<file path="src/rtl/swls_pkg.sv">
`default_nettype none
// ----------------------------------------------------------------------------
// swls_pkg
// Shared types, constants and state encoding for the latency statistics block.
// ----------------------------------------------------------------------------
package swls_pkg;

    localparam int LAT_W            = 24;
    localparam int CNT_W            = 7;
    localparam int SUM_W            = 31;
    localparam int DRIFT_W          = 16;
    localparam int DIV_DW           = SUM_W + 8;
    localparam int DIV_VW           = SUM_W;
    localparam int DIV_QW           = 24;
    localparam int QB_W             = 5;
    localparam int DEF_WINDOW_DEPTH = 64;
    localparam int FIFO_DEPTH       = 2;

    localparam logic [CNT_W-1:0]   LEN_RESET   = 7'd64;
    localparam logic [DRIFT_W-1:0] DRIFT_ONE   = 16'd256;
    localparam logic [DRIFT_W-1:0] DRIFT_MAX   = 16'hFFFF;
    localparam logic [QB_W-1:0]    MEAN_QBITS  = 5'd24;
    localparam logic [QB_W-1:0]    DRIFT_QBITS = 5'd16;

    // x / 100 == (x * 5243) >> 19 for x below 43699
    localparam int RECIP_100   = 5243;
    localparam int RECIP_SHIFT = 19;
    localparam int PCT_50      = 50;
    localparam int PCT_95      = 95;
    localparam int PCT_99      = 99;

    typedef enum logic [0:0] {
        REQ_RECORD = 1'b0,
        REQ_CLEAR  = 1'b1
    } t_swls_req_code;

    typedef struct packed {
        logic             req_type;
        logic [LAT_W-1:0] latency;
    } t_swls_in;

    typedef struct packed {
        logic [LAT_W-1:0]   median_latency;
        logic [LAT_W-1:0]   p95_latency;
        logic [LAT_W-1:0]   p99_latency;
        logic [LAT_W-1:0]   worst_latency;
        logic [LAT_W-1:0]   mean_latency;
        logic [CNT_W-1:0]   sample_count;
        logic [DRIFT_W-1:0] drift_ratio;
    } t_swls_out;

    typedef struct packed {
        logic             is_clear;
        logic [LAT_W-1:0] latency;
    } t_swls_req;

    typedef enum logic [3:0] {
        ST_IDLE,
        ST_PREP,
        ST_SETUP,
        ST_SWEEP,
        ST_MEAN_GO,
        ST_MEAN_WAIT,
        ST_DRIFT_GO,
        ST_DRIFT_WAIT,
        ST_OUT
    } t_swls_state;

endpackage
`default_nettype wire

</file>
<file path="src/rtl/swls_front.sv">
`default_nettype none
// ----------------------------------------------------------------------------
// swls_front
// Input stage: takes beats, tags record or clear, and queues them.
// ----------------------------------------------------------------------------
module swls_front (
    input  wire logic                i_clk,
    input  wire logic                i_rst_n,
    input  wire logic                i_in_valid,
    output logic                     o_in_stall,
    input  wire swls_pkg::t_swls_in  i_in_data,
    output logic                     o_req_valid,
    output swls_pkg::t_swls_req      o_req,
    input  wire logic                i_req_pop
);
    import swls_pkg::*;

    localparam int PW = $clog2(FIFO_DEPTH);

    t_swls_req           r_q [FIFO_DEPTH];
    logic [PW-1:0]       r_wp, r_rp;
    logic [PW:0]         r_cnt;
    logic                accept;
    t_swls_req           cls;

    assign o_in_stall  = (r_cnt == (PW+1)'(FIFO_DEPTH));
    assign accept      = i_in_valid && !o_in_stall;
    assign o_req_valid = (r_cnt != '0);
    assign o_req       = r_q[r_rp];

    always_comb begin
        cls.is_clear = (i_in_data.req_type == REQ_CLEAR);
        cls.latency  = cls.is_clear ? '0 : i_in_data.latency;
    end

    always_ff @(posedge i_clk) begin
        if (accept) begin
            r_q[r_wp] <= cls;
        end
    end

    always_ff @(posedge i_clk) begin
        if (!i_rst_n) begin
            r_wp  <= '0;
            r_rp  <= '0;
            r_cnt <= '0;
        end else begin
            if (accept) begin
                r_wp <= (r_wp == PW'(FIFO_DEPTH - 1)) ? '0 : r_wp + 1'b1;
            end
            if (i_req_pop) begin
                r_rp <= (r_rp == PW'(FIFO_DEPTH - 1)) ? '0 : r_rp + 1'b1;
            end
            r_cnt <= r_cnt + (PW+1)'(accept) - (PW+1)'(i_req_pop);
        end
    end

endmodule
`default_nettype wire

</file>
<file path="config.mk">
export PLATFORM = sky130hd
export DESIGN_NAME = swls_front
export DESIGN_NICKNAME = d
export VERILOG_FILES = /design/src/rtl/swls_pkg.sv /design/src/rtl/swls_front.sv
export SDC_FILE = /design/constraint.sdc
export NUM_CORES = 1
export LEC_CHECK = 0
export CORE_ASPECT_RATIO = 0.7
export CORE_MARGIN = 8
export CORE_UTILIZATION = 35
export DETAILED_ROUTE_END_ITERATION = 10
export DONT_BUFFER_PORTS = 1
export GPL_TIMING_DRIVEN = 0
export PLACE_DENSITY = 0.6
export SYNTH_ARGS = -nofsm -noshare
export SYNTH_HDL_FRONTEND = slang
export SYNTH_SLANG_ARGS = --single-unit
</file>
<file path="constraint.sdc">
create_clock -name i_clk -period 2.4 [get_ports i_clk]
set_input_delay 0.12 -clock i_clk [delete_from_list [all_inputs] [get_ports i_clk]]
set_output_delay 0.12 -clock i_clk [all_outputs]
set_load 0.03 [all_outputs]
</file>
Word-level counts from Yosys, hierarchy flattened
Memories as Yosys holds them, arrays and structs flattened. A register that Yosys moved wholly into a read port is not among the register bits.
Index checks and enable logic that the tools add are counted.
{"block": "totals", "memories": 1, "wordCells": 19, "reg_bits": 4, "input_bits": 29, "latch_bits": 0, "mem_bits_rw": 50, "romBits": 0}
{"memory": "r_q", "depth": 2, "word_bits": 25, "read_ports": 1, "rd_clocked_by_memory_dff": 1, "write_ports": 1, "line_no": "swls_front.sv:20", "source": "t_swls_req r_q [FIFO_DEPTH];"}
{"block": "op_classes", "multipliers": 0, "addsub": 4, "n_reduce_logical": 3, "n_div": 0, "n_eq_ne": 1, "n_lt_le_gt_ge": 0, "shift": 0, "n_mux": 7, "bitwise": 0}
{"operator": "24-bit 2-to-1 mux", "n": 1}
{"operator": "1-bit 2-to-1 mux", "n": 6}
{"operator": "1-bit adder, second input constant", "n": 2}
{"operator": "2-bit by 1-bit adder with 2-bit output", "n": 1}
{"operator": "2-bit equality test, second input constant", "n": 1}
{"operator": "2-bit nonzero test", "n": 1}
{"operator": "2-bit by 1-bit subtractor with 2-bit output", "n": 1}
{"operator": "1-bit logical AND", "n": 1}
{"operator": "1-bit zero test", "n": 1}

Depth between registers and ports, before layout
{"block": "depth", "depth_word": 5, "ltp_mapped": 8, "mapped_depth_nobuf": 8}

Worst setup path after synthesis
Ideal clock, no wire load.
{"block": "synth_path", "path_kind": "register -> register", "from": "register r_cnt[0]", "to": "memory r_q[0][0] (netlist bit), enable pin", "path_stages_with_launch": 4, "slack_ns": 0.372, "period_less_slack_ns": 2.028, "required_time_ns": 1.993, "n_path_buf": 0, "arrival_ns": 1.621, "cell_sequence": "dfxtp_1 nand2b_1 nand2_1 nor2_1"}
{"block": "synth_between", "elab_chain_len": 5}
{"element": "from (decl)", "line_no": "swls_front.sv:22", "source": "logic [PW:0] r_cnt;"}
{"element": "from (signal assigned)", "line_no": "swls_front.sv:54", "source": "r_cnt <= r_cnt + (PW+1)'(accept) - (PW+1)'(i_req_pop);"}
{"element": "2-bit equality test", "line_no": "swls_front.sv:26", "source": "assign o_in_stall = (r_cnt == (PW+1)'(FIFO_DEPTH));"}
{"element": "1-bit zero test", "line_no": "swls_front.sv:27", "source": "assign accept = i_in_valid && !o_in_stall;"}
{"element": "1-bit logical AND", "line_no": "swls_front.sv:27"}
{"element": "1-bit 2-to-1 mux", "line_no": "swls_front.sv:37", "source": "if (accept) begin"}
{"element": "1-bit 2-to-1 mux (implied by the code)", "line_no": "swls_front.sv:38", "source": "r_q[r_wp] <= cls;"}
{"element": "to (decl)", "line_no": "swls_front.sv:20"}
No other way between the ends.

Worst setup path after layout
{"block": "layout_path", "from": "register r_cnt[0]", "to": "memory r_q[1][7] (netlist bit), enable pin"}
The elaborated chain is that of the path after synthesis.

==> results.json <==
{
  "yosys.cell_types.count": 21,
  "wl_met1_um": 1610,
  "synth-adder-area-share": 0.0108,
  "status": "finished clean",
  "drv_cap": 0,
  "clock_sinks": 55,
  "antenna_cells": 0,
  "io_buffers": 0,
  "yosysMostFrequentCell": "edfxtp_1",
  "synthCells": 130,
  "regArea_um2": 1600,
  "min_path_cells": 1,
  "synth_ff_type": "edfxtp_1",
  "gp_congestion": 0.653,
  "finClkSkew_ns": 0.00671,
  "fp.dieH_um": 84.0,
  "grt_pass1_wl_um": 6200,
  "grt.total_usage": 0.0856,
  "leakagePower_nw": 0.964,
  "clockBufferDepth": 2,
  "met3_length_um": 371,
  "worstReg2RegEnd": "r_q[1][7]$_DFFE_PP_",
  "synthTopCellsByCount": "50 x edfxtp_1, 20 x mux2_4, 15 x and2b_1, 9 x nor2b_1",
  "drive_above_1_share": 0.261,
  "ys_seq_area_frac": 0.692,
  "critPathLaunchType": "flop",
  "muxShareOfSynthArea": 0.158,
  "yosys-top-cells-area": "edfxtp_1 65%, mux2_4 13%, and2b_1 4.9%, dfxtp_1 4.3%, mux2_2 2.4%",
  "fp.dieW_um": 113,
  "vias_per_cell": 4.70,
  "min_period_ns": 1.88,
  "synthXorXnorAreaFrac": 0.00757,
  "wl_met2_um": 1940,
  "power_frac_comb": 0.226,
  "relSlewSlack": 0.185,
  "mappedNetlistArea_um2": 2310,
  "p_per_area_nw_per_um2": 852,
  "reg2reg_depth": 2,
  "yosysWarnings": 0,
  "topRoutingLayerUsed": "met5",
  "nets": 172,
  "reg2reg_setup_slack_ns": 0.52,
  "holdWs_ns": 0.0408,
  "dp_hpwl_um": 2870,
  "synth_compound_area_frac": 0,
  "grt_pass1_vias": 1140,
  "clock-root-buffer": "clkbuf_8",
  "vias": 1035,
  "nFillCells": 573,
  "antenna_left": 0,
  "synth_edf_count": 50,
  "yosys.area_share.simple": 0.101,
  "hold_viol": 0,
  "setup_violations": 0,
  "core_um2": 6310,
  "p_clk_frac": 0.223,
  "period_share": 0.782,
  "numCtsBuffers": 5,
  "syn_nets": 161,
  "pin_count": 56,
  "worstPathCellList": "nand2b_1 -> and3_1",
  "critical-path-max-stage-delay_ns": 0.99,
  "drtIter0Drc": 28,
  "dr.pass1.iters": 4,
  "async_reset_ff_frac": 0,
  "whs_endpoint": "r_q[1][13]$_DFFE_PP_",
  "avgRoutedWirePerCell_um": 18.1,
  "min_from": "i_in_data[13]",
  "finalMaxSlewViolations": 0,
  "drc_errors": 0,
  "pre_cts_slack_ns": 0.472,
  "cts_tree": "built",
  "peakVddDrop_v": 0.000330,
  "r2r-start": "r_cnt[0]$_SDFF_PN0_",
  "avgSynthCellArea_um2": 17.8,
  "path_buf_inv": 0,
  "netSwitchingPower_uw": 628,
  "cts.clk_slew.worst_paths_ns": 0.09,
  "core.rowCount": 24,
  "synth_largest_area_cell": "edfxtp_1",
  "rsz0062_at_grt": "no",
  "sequentialPowerShare": 0.551,
  "worstPathRequired_ns": 2.31,
  "synth_top_area_frac": 0.649,
  "multiInputGateArea_um2": 646,
  "critPathSlowestCell": "and3_1",
  "yosys_register_bits": 55,
  "hp-class": "input pin to flop",
  "arrival_ns": 1.79,
  "synth_top_family_by_area": "multiplexers",
  "path_class": "flop to flop",
  "layout_setup_ws_ns": 0.524,
  "worst_pin_slew_ns": 1.22,
  "cts-htree-levels": 2,
  "p_int_mw": 1.55,
  "switching_share": 0.288,
  "cp_top_family": "simple AND/OR/NAND/NOR gates",
  "end_kind": "flop",
  "start_util": 0.367,
  "grt.overflow.total": 0,
  "clk_latency_ns": 0.30,
  "wl_um": 3970,
  "antenna_found_initial": 1,
  "fmax_mhz": 533,
  "die_area_um2": 9510,
  "path_max_fanout": 25,
  "syn_to_final_growth_pct": 10.5,
  "grt_max_degree": 26
}
[how the worst max path moves through the flow]
stage | start | endpoint | slack, ns | depth (start not counted)
after floorplan | r_cnt[0]$_SDFF_PN0_ | r_q[0][0]$_DFFE_PP_ | 0.37 | 3
after global placement | r_cnt[0]$_SDFF_PN0_ | r_q[0][17]$_DFFE_PP_ | -0.21 | 3
after detailed placement | r_cnt[0]$_SDFF_PN0_ | r_q[1][7]$_DFFE_PP_ | 0.47 | 2
after CTS | r_cnt[0]$_SDFF_PN0_ | r_q[1][7]$_DFFE_PP_ | 0.46 | 2
after global routing | r_cnt[0]$_SDFF_PN0_ | r_q[1][7]$_DFFE_PP_ | 0.36 | 2
final | r_cnt[0]$_SDFF_PN0_ | r_q[1][7]$_DFFE_PP_ | 0.52 | 2
[cells in the final DEF (no fill, tap or decap), drive strengths merged, types with 3 or more instances in the layout]
| master | count |
|---|---|
| buf | 4 |
| inv | 3 |
| nor2b | 9 |
| nor2 | 4 |
| mux2 | 25 |
| dlygate4sd3 | 3 |
| edfxtp | 50 |
| dfxtp | 5 |
| and2b | 15 |
| clkbuf | 8 |
[worst reg2reg max path, stage by stage, from the launching register on]
cell and delay (ns):
dfxtp_1 0.35, nand2b_1 0.15, and3_1 0.99
[layout make-up]
class                           count  share of cell area
Timing Repair Buffer                4              0.0225
Buffer                              5              0.0230
Clock buffer                        6              0.0284
Inverter                            3             0.00440
Clock inverter                      2             0.00489
Multi-Input combinational cell     67               0.252
Tap cell                           78              0.0382
Sequential cell                    55               0.626
[routing by layer]
metal,track usage,up-vias
met4,0.0217,2
met5,0,-
li1,-,487
met2,0.148,33
met1,0.0877,506
met3,0.0484,7
[kinds of logic after synthesis]
| kind of cell | after synthesis |
|---|---|
| flops | 55 |
| fa+ha+maj | 2 |
| buf+inv | 8 |
| simple gates | 37 |
| xor+xnor | 2 |
| mux | 26 |
[flip-flops by register name, summed over array words and instances (netlist names), named ones only]
name / count
r_cnt: 2
r_wp: 1
r_rp: 1
r_q: 50
[power by group through the flow]
| stage | clock [mW] | combinational [mW] | sequential (mW) |
|---|---|---|---|
| after floorplan | 0 | 0.410 | 1.21 |
| after global placement | 0 | 0.462 | 1.22 |
| after detailed placement | 0 | 0.496 | 1.22 |
| after CTS | 0.506 | 0.502 | 1.20 |
| after global routing | 0.546 | 0.525 | 1.21 |
| final | 0.486 | 0.492 | 1.20 |
[through the flow]
step | instance area (µm²) | utilization | cells | power [mW] | setup TNS, ns
final | 2560 | 0.406 | 220 | 2.18 | 0
after global routing | 2560 | 0.406 | 220 | 2.28 | 0
after CTS | 2560 | 0.406 | 220 | 2.21 | 0
after detailed placement | 2440 | 0.387 | 209 | 1.72 | 0
after global placement | 2410 | 0.383 | 208 | 1.68 | -5.21
after floorplan | 2310 | - | 130 | 1.62 | 0
[repair_timing]
item	in CTS	in global routing
hold buffers	3	0
hold endpoints to repair	13	0
resized for setup	0	0
setup buffers	0	0
(Power assumes the default switching activity.)
